`config.mk`:
```
export PLATFORM = sky130hd
export DESIGN_NAME = jtag_scan_shifter_core
export DESIGN_NICKNAME = d
export VERILOG_FILES = /design/src/sv/jss_pkg.sv /design/src/sv/jss_engine.sv /design/src/sv/jtag_scan_shifter_core.sv
export SDC_FILE = /design/constraint.sdc
export NUM_CORES = 1
export LEC_CHECK = 0
export BUFFER_PORTS_ARGS = -buffer_cell sky130_fd_sc_hd__buf_4
export CORE_ASPECT_RATIO = 0.7
export CORE_UTILIZATION = 50
export DETAILED_ROUTE_END_ITERATION = 10
export GPL_TIMING_DRIVEN = 1
export PLACE_DENSITY = 0.82
export SLEW_MARGIN = 20
export SYNTH_ARGS = -nofsm -noshare
export SYNTH_HDL_FRONTEND = slang
export SYNTH_SLANG_ARGS = --single-unit
```
`constraint.sdc`:
```
create_clock -name clk -period 2.5 [get_ports clk]
set_input_delay 0.125 -clock clk [delete_from_list [all_inputs] [get_ports clk]]
set_output_delay 0.125 -clock clk [all_outputs]
set_load 0.02 [all_outputs]
```
`src/sv/jss_pkg.sv`:
```
// Shared types and constants of the JTAG scan shifter.
`default_nettype none

package jss_pkg;

	// Item kinds carried in the slave-side tuser.
	localparam logic OP_TICK = 1'b0;
	localparam logic OP_LOAD = 1'b1;

	// Register word index decoded from paddr[2].
	localparam logic CFG_IDX_HALF_PERIOD = 1'b0;

	localparam int HALF_PERIOD_W = 16;
	localparam int MAX_BITS      = 8;

	typedef enum logic [1:0] {
		PH_IDLE = 2'd0,
		PH_LOW  = 2'd1,
		PH_HIGH = 2'd2
	} phase_t;

	typedef struct packed {
		logic       op;
		logic [7:0] tdi_byte;
		logic [3:0] bit_count;
		logic       tms_value;
		logic       exit_on_last;
		logic       tdo_pin;
	} item_t;

	typedef struct packed {
		logic       tck;
		logic       tdi;
		logic       tms;
		logic       busy_res;
		logic       tdo_valid;
		logic [7:0] tdo_byte;
		logic       load_rejected;
	} result_t;

endpackage

`default_nettype wire

```
`src/sv/jss_engine.sv`:
```
// Scan engine state and the per-beat next-state logic of the JTAG scan shifter.
`default_nettype none

module jss_engine #(
	parameter int TICK_COUNT_BITS = 16
) (
	input  wire logic                  clk,
	input  wire logic                  arst_n,
	input  wire logic                  step,
	input  wire jss_pkg::item_t        item,
	input  wire logic [15:0]           half_period,
	output jss_pkg::result_t           result
);

	localparam logic [32:0] LIM = 33'(1) << TICK_COUNT_BITS;

	jss_pkg::phase_t             phase_q, phase_d;
	logic [TICK_COUNT_BITS-1:0]  tick_q, tick_d, tick_inc, len_mod;
	logic [2:0]                  bit_index_q, bit_index_d;
	logic [3:0]                  bits_total_q, bits_total_d, n_bits, next_pos;
	logic [7:0]                  out_shift_q, out_shift_d;
	logic [7:0]                  capture_q, capture_d, capture_new;
	logic                        tck_q, tck_d, tdi_q, tdi_d, tms_q, tms_d;
	logic                        exit_q, exit_d;
	logic [32:0]                 h_ext;

	// Phase length, with zero treated as one and clamped to the counter range.
	always_comb begin
		h_ext = {17'b0, half_period};
		if (h_ext == 33'd0) begin
			h_ext = 33'd1;
		end
		if (h_ext > LIM) begin
			h_ext = LIM;
		end
		len_mod = h_ext[TICK_COUNT_BITS-1:0];
	end

	assign tick_inc    = tick_q + TICK_COUNT_BITS'(1);
	assign n_bits      = (item.bit_count > 4'(jss_pkg::MAX_BITS)) ?
	                     4'(jss_pkg::MAX_BITS) : item.bit_count;
	assign next_pos    = {1'b0, bit_index_q} + 4'd1;
	assign capture_new = capture_q | (8'(item.tdo_pin) << bit_index_q);

	always_comb begin
		phase_d      = phase_q;
		tick_d       = tick_q;
		bit_index_d  = bit_index_q;
		bits_total_d = bits_total_q;
		out_shift_d  = out_shift_q;
		capture_d    = capture_q;
		tck_d        = tck_q;
		tdi_d        = tdi_q;
		tms_d        = tms_q;
		exit_d       = exit_q;
		result       = '0;

		if (item.op == jss_pkg::OP_LOAD) begin
			if (phase_q != jss_pkg::PH_IDLE) begin
				result.load_rejected = 1'b1;
			end else if (n_bits != 4'd0) begin
				out_shift_d  = item.tdi_byte;
				bits_total_d = n_bits;
				bit_index_d  = 3'd0;
				capture_d    = 8'd0;
				exit_d       = item.exit_on_last;
				tms_d        = (item.exit_on_last && n_bits == 4'd1) ? 1'b1 : item.tms_value;
				tck_d        = 1'b0;
				tdi_d        = item.tdi_byte[0];
				tick_d       = '0;
				phase_d      = jss_pkg::PH_LOW;
			end
		end else if (phase_q != jss_pkg::PH_IDLE) begin
			tick_d = tick_inc;
			if (tick_inc == len_mod) begin
				tick_d = '0;
				case (phase_q)
					jss_pkg::PH_LOW: begin
						tck_d   = 1'b1;
						phase_d = jss_pkg::PH_HIGH;
					end
					jss_pkg::PH_HIGH: begin
						capture_d = capture_new;
						tck_d     = 1'b0;
						if (next_pos >= bits_total_q) begin
							phase_d          = jss_pkg::PH_IDLE;
							result.tdo_valid = 1'b1;
							result.tdo_byte  = capture_new;
						end else begin
							// Set up the next bit; raise TMS ahead of the last one on exit.
							bit_index_d = next_pos[2:0];
							tdi_d       = out_shift_q[next_pos[2:0]];
							if (exit_q && (next_pos + 4'd1 == bits_total_q)) begin
								tms_d = 1'b1;
							end
							phase_d = jss_pkg::PH_LOW;
						end
					end
					default: begin
						phase_d = jss_pkg::PH_IDLE;
					end
				endcase
			end
		end

		result.tck      = tck_d;
		result.tdi      = tdi_d;
		result.tms      = tms_d;
		result.busy_res = (phase_d != jss_pkg::PH_IDLE);
	end

	always_ff @(posedge clk or negedge arst_n) begin
		if (!arst_n) begin
			phase_q      <= jss_pkg::PH_IDLE;
			tick_q       <= '0;
			bit_index_q  <= 3'd0;
			bits_total_q <= 4'd0;
			capture_q    <= 8'd0;
			tck_q        <= 1'b0;
			tdi_q        <= 1'b1;
			tms_q        <= 1'b1;
			exit_q       <= 1'b0;
		end else if (step) begin
			phase_q      <= phase_d;
			tick_q       <= tick_d;
			bit_index_q  <= bit_index_d;
			bits_total_q <= bits_total_d;
			capture_q    <= capture_d;
			tck_q        <= tck_d;
			tdi_q        <= tdi_d;
			tms_q        <= tms_d;
			exit_q       <= exit_d;
		end
	end

	always_ff @(posedge clk) begin
		if (step) begin
			out_shift_q <= out_shift_d;
		end
	end

`ifndef NO_ASSERTIONS
	a_valid_from_high: assert property (@(posedge clk) disable iff (!arst_n)
		step && result.tdo_valid |-> phase_q == jss_pkg::PH_HIGH)
		else $error("captured byte reported outside a high phase");
	a_idle_tck_low: assert property (@(posedge clk) disable iff (!arst_n)
		phase_q == jss_pkg::PH_IDLE |-> !tck_q && tick_q == '0)
		else $error("TCK high or tick counter running while idle");
	a_bits_range: assert property (@(posedge clk) disable iff (!arst_n)
		phase_q != jss_pkg::PH_IDLE |-> bits_total_q != 4'd0 && bits_total_q <= 4'd8
		&& {1'b0, bit_index_q} < bits_total_q)
		else $error("bit index or bit total out of range while shifting");
	a_reject_holds: assert property (@(posedge clk) disable iff (!arst_n)
		step && result.load_rejected |=> $stable(phase_q) && $stable(bit_index_q)
		&& $stable(capture_q))
		else $error("rejected load changed the engine state");
`endif

endmodule

`default_nettype wire

```
`src/sv/jtag_scan_shifter_core.sv`:
```
// Top level of the JTAG scan shifter: stream ports, result register and APB register.
//
// Channel   Direction  Beat content
// s_*       in         tdata: tdi_byte, bit_count, tms_value, exit_on_last, tdo_pin; tuser: op
// m_*       out        tdata: tck, tdi, tms, busy_res, tdo_valid, tdo_byte, load_rejected
// APB       in/out     register 0 at byte address 0: half_period_ticks (16 bits)
//
// Every input beat produces exactly one result beat, which appears in the cycle after acceptance.
// The engine state and the result register update in the same cycle, so a new beat
// is taken every cycle as long as the result register is empty or being drained.
// A stall on the master side holds the result and stops acceptance until it is taken.
// Reset puts TCK low, TDI and TMS high, the engine idle and the half period at one tick.
`default_nettype none

module jtag_scan_shifter_core #(
	parameter int TICK_COUNT_BITS = 16
) (
	input  wire logic        clk,
	input  wire logic        arst_n,
	input  wire logic        s_tvalid,
	output logic             s_tready,
	// [7:0] tdi_byte, [11:8] bit_count, [12] tms_value, [13] exit_on_last,
	// [14] tdo_pin, [15] zero
	input  wire logic [15:0] s_tdata,
	// [0] op
	input  wire logic        s_tuser,
	output logic             m_tvalid,
	input  wire logic        m_tready,
	// [0] tck, [1] tdi, [2] tms, [3] busy_res, [4] tdo_valid, [12:5] tdo_byte,
	// [13] load_rejected, [15:14] zero
	output logic [15:0]      m_tdata,
	input  wire logic        psel,
	input  wire logic        penable,
	input  wire logic        pwrite,
	input  wire logic [2:0]  paddr,
	input  wire logic [31:0] pwdata,
	output logic [31:0]      prdata,
	output logic             pready
);

	jss_pkg::item_t   item;
	jss_pkg::result_t result, res_q;
	logic             accept;
	logic             out_valid_q;
	logic [15:0]      half_period_q;
	logic             cfg_hit;

	// The address decode ignores the byte offset within the word.
	assign cfg_hit = (paddr[2] == jss_pkg::CFG_IDX_HALF_PERIOD);
	assign pready  = 1'b1;
	assign prdata  = cfg_hit ? {16'b0, half_period_q} : 32'b0;

	always_ff @(posedge clk or negedge arst_n) begin
		if (!arst_n) begin
			half_period_q <= 16'd1;
		end else if (psel && penable && pwrite && cfg_hit) begin
			half_period_q <= pwdata[15:0];
		end
	end

	// Unpack the input beat.
	assign item.op           = s_tuser;
	assign item.tdi_byte     = s_tdata[7:0];
	assign item.bit_count    = s_tdata[11:8];
	assign item.tms_value    = s_tdata[12];
	assign item.exit_on_last = s_tdata[13];
	assign item.tdo_pin      = s_tdata[14];

	// The result register is the only buffer: accept whenever it can take a new beat.
	assign s_tready = !out_valid_q || m_tready;
	assign accept   = s_tvalid && s_tready;

	jss_engine #(
		.TICK_COUNT_BITS(TICK_COUNT_BITS)
	) u_engine (
		.clk        (clk),
		.arst_n     (arst_n),
		.step       (accept),
		.item       (item),
		.half_period(half_period_q),
		.result     (result)
	);

	always_ff @(posedge clk or negedge arst_n) begin
		if (!arst_n) begin
			out_valid_q <= 1'b0;
		end else if (accept) begin
			out_valid_q <= 1'b1;
		end else if (m_tready) begin
			out_valid_q <= 1'b0;
		end
	end

	always_ff @(posedge clk) begin
		if (accept) begin
			res_q <= result;
		end
	end

	assign m_tvalid = out_valid_q;
	assign m_tdata  = {2'b00, res_q.load_rejected, res_q.tdo_byte, res_q.tdo_valid,
	                   res_q.busy_res, res_q.tms, res_q.tdi, res_q.tck};

endmodule

`default_nettype wire
```
# == Yosys cells after proc, flatten, opt, wreduce, memory -nomap -nowiden ==
# Cells that the tools add are included.
# op_classes
n_reduce_logical,23
bitwise_logic,6
n_mux,57
n_shift,1
order_cmp,4
n_eq_ne,7
n_addsub,3
# op_table
operator,n
16-bit two-way mux,8
8-bit two-way mux,6
1-bit two-way mux,26
3-bit two-way mux,7
16-bit by 17-bit greater-than comparator with 1-bit output (second input constant),1
16-bit by 1-bit adder with 16-bit output (second input constant),1
16-bit == test,1
16-bit zero test,1
2-bit nonzero test,7
2-bit two-way mux,5
9-bit two-way mux,1
8-bit bitwise OR,1
4-bit AND reduction,2
1-bit by 3-bit left shift with 8-bit output,1
7-bit AND reduction,1
1-bit logical AND,6
6-bit AND reduction,1
1-bit inverter,5
5-bit OR reduction,1
3-bit by 1-bit adder with 4-bit output (second input constant),1
4-bit by 1-bit adder with 4-bit output (second input constant),1
4-bit by 1-bit == test with 1-bit output (second input constant),1
4-bit == test,1
4-bit >= comparator,1
13 further kinds,14
# totals
out_inout_bits,51
regBits,76

# == Longest topological paths before layout ==
# Gate-level depths: netlist (run 1).
# logic_depth
ltp_word,10
ltp_mapped,12
depth_no_buf,9

# == Modules after synthesis ==
# Synthesis (run 1) repeated with hierarchy kept, for this count alone.
# hier_totals
cells_unflattened,505
hier_area_um2,4952.2
# modules_own_cells
module,seq_area_each_um2,cells_each,instances,area_each_um2
jss_engine,1168.6,415,1,3572.2
jtag_scan_shifter_core,847.1,90,1,1380.1

# == Worst setup path before layout (run 1) ==
# No wires, ideal clock.
# synth_path
kind,register to register
from,register u_engine.tick_q[1]
to,"register res_q (netlist bit m_tdata[10]), data pin"
stages_incl_launch_ff,12
required_time_ps,2328
slack_ps,-211
setup_ps,172
arrival_time_ps,2539
path_cell_list,dfrtp_1 -> ha_1 -> nand3_4 -> buf_6 -> o41ai_1 -> nand4_1 -> or2_1 -> buf_6 -> or2_1 -> buf_6 -> buf_6 -> nor4_2
# synth_between
elab_chain_len,4
# synth_lines
element,line,rtl
"start, declared",jss_engine.sv:18,"logic [TICK_COUNT_BITS-1:0] tick_q, tick_d, tick_inc, len_mod;"
"start signal, assigned",jss_engine.sv:125,tick_q <= tick_d;
16-bit by 1-bit adder with 16-bit output,jss_engine.sv:39,assign tick_inc = tick_q + TICK_COUNT_BITS'(1);
16-bit == test,jss_engine.sv:75,if (tick_inc == len_mod) begin
1-bit inverter (no source line),n/a,
5-bit OR reduction (no source line),n/a,
"end signal, assigned",jtag_scan_shifter_core.sv:96,res_q <= result;
"end, declared",jtag_scan_shifter_core.sv:42,"jss_pkg::result_t result, res_q;"
# Every way passes these cells.
# A chain may end at the register's enable or synchronous reset.

==> impl_metrics.tcl, run 1 <==
set metrics [dict create \
    synth.most_common_cell "nand2_1" \
    final_layout_size_suffix_gt1_frac 0.411 \
    placedInstanceArea_um2 6010 \
    vias_per_cell 6.11 \
    worst-path-buf-inv 1 \
    power_mw 5.09 \
    hold_viol_final 0 \
    synth_commonest_cells "nand2_1, dfrtp_1, nor2_1, o21ai_0, o211ai_1" \
    n_fill_cell 583 \
    path_max_fanout 8 \
    cts_buffers 9 \
    ys_warn_count 0 \
    worstSetupPathType "flip-flop to flip-flop" \
    p_leak_nw 2.91 \
    grt.total_usage 0.289 \
    slew_headroom 0.511 \
    cts_sinks 76 \
    vdd_drop_max_uv 542 \
    min_path_type "primary input to flip-flop" \
    post-route-period-util 1.04 \
    drt-initial-drc-count 570 \
    slowest_delay_ps 450 \
    drc 0 \
    cts_root_buffer "clkbuf_16" \
    yosys.area.top_type "dfrtp_1" \
    fin_crit_ps 2610 \
    dp.cells 762 \
    synth_cell_types 69 \
    avgSynthCellArea_um2 9.46 \
    netlist.area_leader.share 0.258 \
    wl_um 15600 \
    path_cells "ha_4 > nand3_4 > o41ai_4 > nand4_1 > or2_4 > buf_6 > or3_4 > o211ai_1" \
    drv_cap 0 \
    synth.area.top_cells "dfrtp_1, edfxtp_1, nand2_1, o211ai_1, mux2_2" \
    first_pass_iters 6 \
    clk_latency_ps 350 \
    rows 29 \
    worst_pin_slew_ps 734 \
    cts_tree "built" \
    h-tree-depth 3 \
    syn_to_final_growth_pct 41.2 \
    final_nets 755 \
    start_kind "flip-flop" \
    dp.final_hpwl_um 9700 \
    power_density_nw_per_um2 730 \
    ys_async_sr_fraction 0.711 \
    grt_overflow_total 0 \
    finalClockSkew_ps 10.7 \
    antenna_found_initial 0 \
    rsz0062_at_grt "true" \
    timing.final.ws_setup_ps -106 \
    gp_congestion 0.929 \
    core_um2 9330 \
    slowest_stage "o41ai_4" \
    stdcell_count 812 \
    synth-seq-area-share 0.408 \
    io_pins 110 \
    die_x_um 121 \
    setup-violations-final 25 \
    grt_max_degree 55 \
    run_status "finished, violations left" \
    synthesis.area_um2 4940 \
    antenna_cells 0 \
    vias 4960 \
    initial_core_util 0.529 \
    cpLargestDelayFamily "simple AND/OR/NAND/NOR gates" \
    grt_pass1_vias 4635 \
    grt_pass1_wl_um 23000 \
    slew_viol_final 0 \
    violations "negative setup slack" \
    cts.path.max_buffers 2 \
    ant_nets 0 \
    io_buffers 71 \
    clkTransAtPathRegs_ps 70 \
    synth_edf_count 22 \
    max_freq_ghz 0.384 \
    wl_per_cell_um 19.2 \
    worstPathRequired_ps 2690 \
    die_area_um2 10300 \
    syn_inst 522 \
    critical_path_arrival_ps 2800 \
    fin_area_um2 6970 \
    dieHeight_um 85.1 \
    critPathCaptureType "flip-flop" \
    ys.flop_type "dfrtp_1" \
    ys_seq_elements 76 \
]
==> power by group <==
part / total (mW) / leakage, nW / internal, mW / switching [mW]
registers: 1.63 / 0.867 / 1.46 / 0.168
logic: 2.15 / 1.90 / 0.979 / 1.17
clock network: 1.31 / 0.139 / 0.773 / 0.539
==> cells by family after synthesis <==
kind of cell	after synthesis	synth area share
and+or+nand+nor	222	0.248
other	2	0.00152
DFF	76	0.408
muxes	23	0.0585
xor gates and xnor gates	21	0.0373
AOI/OAI and AO/OA	95	0.133
buffers and inverters	70	0.0803
adders and majority gates	13	0.0329
==> registers in the layout, summed over array words and instances, names as in the netlist, 2 cells and up <==
| register | cells |
|---|---|
| half_period_q | 16 |
| m_tdata | 14 |
| u_engine.bit_index_q | 3 |
| u_engine.bits_total_q | 4 |
| u_engine.capture_q | 8 |
| u_engine.out_shift_q | 8 |
| u_engine.phase_q | 2 |
| u_engine.tick_q | 16 |
==> placed cells by master (no fill, tap or decap), types with 10 or more instances in the layout <==
cell type      synthesis  routed
conb_1                 2      19
buf_4                 22     159
o21ai_0               28      14
dlygate4sd3_1          0      11
edfxtp_1              22      22
ha_1                  13      11
nor2_1                33      32
nor4_2                 2      10
xnor2_1               13      11
o211ai_1              26      26
nand2_1               57      56
nand4_1               11      11
inv_1                 13      13
mux2_2                17      17
buf_6                  5      15
o21ai_1                0      10
nand3_1               14      13
nor2b_1               24      24
dfrtp_1               51      43
nor3_1                15      12
==> final cells by class <==
class,count,area (um2),area share
repair buffers,186,1490,0.214
clock buffers,10,229,0.0328
inverters,16,60.1,0.00862
flip-flops and latches,76,2030,0.291
clock inverters,6,63.8,0.00915
well taps,124,155,0.0223
multi-input cells,394,2940,0.422
==> path summary, 6_finish.rpt <==
kind	to	start	cells after the start	slack, ps
setup / recovery	m_tdata[0]$_DFFE_PP_	u_engine.tick_q[0]$_DFFE_PN0P_	8	-110
hold / removal	half_period_q[8]$_DFFE_PN0P_	pwdata[8]	2	9
min in group asynchronous	u_engine.bits_total_q[1]$_DFFE_PN0P_	arst_n	2	390
hold reg to reg	u_engine.capture_q[7]$_DFFE_PN0P_	u_engine.capture_q[7]$_DFFE_PN0P_	2	480
setup reg to reg	m_tdata[0]$_DFFE_PP_	u_engine.tick_q[0]$_DFFE_PN0P_	8	-110
max in group asynchronous	u_engine.tick_q[11]$_DFFE_PN0P_	arst_n	2	1580
==> per-stage QoR <==
stage / hold WS, ps / TNS [ps] / util / setup slack (ps)
after floorplan: -171 / -46.6 / - / -46.6
after global placement: 218 / -4160 / 0.645 / -237
after detailed placement: 218 / -8820 / 0.645 / -360
after CTS: 8.74 / -216 / 0.714 / -45.3
after global routing: 9.39 / -2910 / 0.747 / -146
final: 9.07 / -1420 / 0.747 / -106
==> what timing repair did <==
action | 4_1_cts | 5_1_grt
hold buffers | 11 | 0
endpoints found under the hold margin | 61 | 0
resized for setup | 39 | 53
endpoints found under the setup margin | 44 | 45
setup buffers | 11 | 13
pin swaps | 25 | 23
gates cloned | 0 | 1
==> metal layers <==
layer	GRT usage	vias up	routed length [um]
met3	0.0726	70	1520
met2	0.452	335	7300
met4	0.110	0	494
met1	0.389	2379	6300
met5	0	-	0
li1	-	2176	-
No activity file was read; power rests on OpenSTA's default activity.
==> run 2, diff against run 1 <==
SETUP_SLACK_MARGIN = 0.02   (was default)
==> impl_metrics.tcl, run 2 (synthesis results as in run 1) <==
set metrics [dict create \
    run_status "finished, violations left" \
    violations "negative setup slack" \
    post-route-period-util 1.11 \
    slew_headroom 0.417 \
    drv_cap 0 \
    worst_pin_slew_ps 869 \
    p_leak_nw 2.98 \
    clk_latency_ps 350 \
    worst-path-buf-inv 2 \
    worstSetupPathType "flip-flop to flip-flop" \
    hold_viol_final 0 \
    cts_tree "built" \
    place_ws_ps -226 \
    rr_worst_depth 9 \
    dp.final_hpwl_um 9570 \
    layout_commonest_cell "buf_4" \
    clkTransAtPathRegs_ps 60 \
    grt_max_degree 55 \
    first_pass_iters 6 \
    rows 29 \
    die_x_um 121 \
    wl_um 16400 \
    syn_to_final_growth_pct 44.0 \
    most-common-layout-cells "buf_4, nand2_1, dfrtp_1" \
    finalSetupTns_ps -3050 \
    cts_sinks 76 \
    cts_buffers 9 \
    power_density_nw_per_um2 740 \
    max_freq_ghz 0.359 \
    placedInstanceArea_um2 5990 \
    cts.path.max_buffers 2 \
    h-tree-depth 3 \
    initial_core_util 0.529 \
    final_nets 763 \
    drc 0 \
    timing.final.ws_setup_ps -284 \
    vdd_drop_max_uv 737 \
    cts_root_buffer "clkbuf_16" \
    critPathCaptureType "flip-flop" \
    critical_path_arrival_ps 2870 \
    holdWs_ps 6.90 \
    vias_per_cell 6.20 \
    fin_crit_ps 2780 \
    worstPathRequired_ps 2580 \
    ant_nets 0 \
    final_layout_size_suffix_gt1_frac 0.425 \
    setup-violations-final 40 \
    path_cells "ha_4 > nand3_4 > buf_6 > o41ai_4 > nand4_1 > buf_4 > nor4_4 > nor4b_2 > a31oi_1" \
    io_pins 110 \
    vias 5088 \
    core_um2 9330 \
    io_buffers 71 \
    dieHeight_um 85.1 \
    grt_pass1_vias 4472 \
    min_path_type "primary input to flip-flop" \
    path_depth 9 \
    slew_viol_final 0 \
    grt.total_usage 0.282 \
    r2r_setup_slack_ps -280 \
    gp_congestion 0.910 \
    wl_per_cell_um 20.1 \
    start_kind "flip-flop" \
    antenna_cells 0 \
    slowest_stage "dfrtp_2" \
    grt_overflow_total 0 \
    path_max_fanout 5 \
    cpLargestDelayFamily "simple AND/OR/NAND/NOR gates" \
    utilization 0.763 \
    fin_area_um2 7110 \
    whs_path_depth 2 \
    antenna_found_initial 0 \
    rsz0062_at_grt "true" \
    finalClockSkew_ps 6.71 \
    slowest_delay_ps 420 \
    grt_pass1_wl_um 22500 \
    drt-initial-drc-count 659 \
    die_area_um2 10300 \
]
==> run 2: changes by cell type in the layout (fill, tap and decap cells not counted), sizes merged <==
cell      previous run  this run
bufinv               1         2
buf                175       182
inv                 15        14
clkinvlp             2         1
clkbuf              10        12
==> run 2: metal layers <==
layer / GRT usage / wire length (um) / vias up
met4: 0.0943 / 629 / 0
li1: - / - / 2189
met3: 0.0685 / 1650 / 87
met1: 0.390 / 6450 / 2447
met5: 0 / 0 / -
met2: 0.437 / 7720 / 365
==> run 2: worst paths after layout <==
kind,start,end
max,u_engine.tick_q[1]$_DFFE_PN0P_,m_tdata[3]$_DFFE_PP_
min,pwdata[11],half_period_q[11]$_DFFE_PN0P_
max reg2reg,u_engine.tick_q[1]$_DFFE_PN0P_,m_tdata[3]$_DFFE_PP_
min reg2reg,u_engine.capture_q[1]$_DFFE_PN0P_,u_engine.capture_q[1]$_DFFE_PN0P_
max in group asynchronous,arst_n,u_engine.tick_q[8]$_DFFE_PN0P_
min in group asynchronous,arst_n,u_engine.bits_total_q[0]$_DFFE_PN0P_
==> run 2: power breakdown <==
group          switching [mW]  internal (mW)
clock network           0.519          0.871
logic                    1.24           1.01
registers               0.164           1.46
==> run 2: area by class of cell <==
| type | count | area, um2 |
|---|---|---|
| Timing Repair Buffer | 194 | 1580 |
| Inverter | 16 | 60.1 |
| Fill cell | 557 | 2210 |
| Multi-Input combinational cell | 394 | 2980 |
| Clock buffer | 11 | 233 |
| Sequential cell | 76 | 2020 |
| Clock inverter | 5 | 77.6 |
| Tap cell | 124 | 155 |
==> run 2: metrics by stage <==
stage	cells	total power, mW
after detailed placement	761	3.41
after global routing	820	5.46
after global placement	761	3.32
after floorplan	539	2.71
after CTS	801	4.93
final	820	5.27
==> run 2: worst register-to-register path, cell delays in order (launching register included) <==
cell     delay, ps
dfrtp_2        420
ha_4           200
nand3_4        110
buf_6          140
o41ai_4        370
nand4_1        230
buf_4          200
nor4_4         410
nor4b_2        340
a31oi_1        110
==> run 2: timing repair <==
action | 4_1_cts | 5_1_grt
cloned | 0 | 2
setup endpoints to repair | 44 | 45
hold buffers | 11 | 0
buffers inserted | 13 | 17
pin swaps | 26 | 38
hold endpoints to repair | 61 | 0
resized for setup | 43 | 65
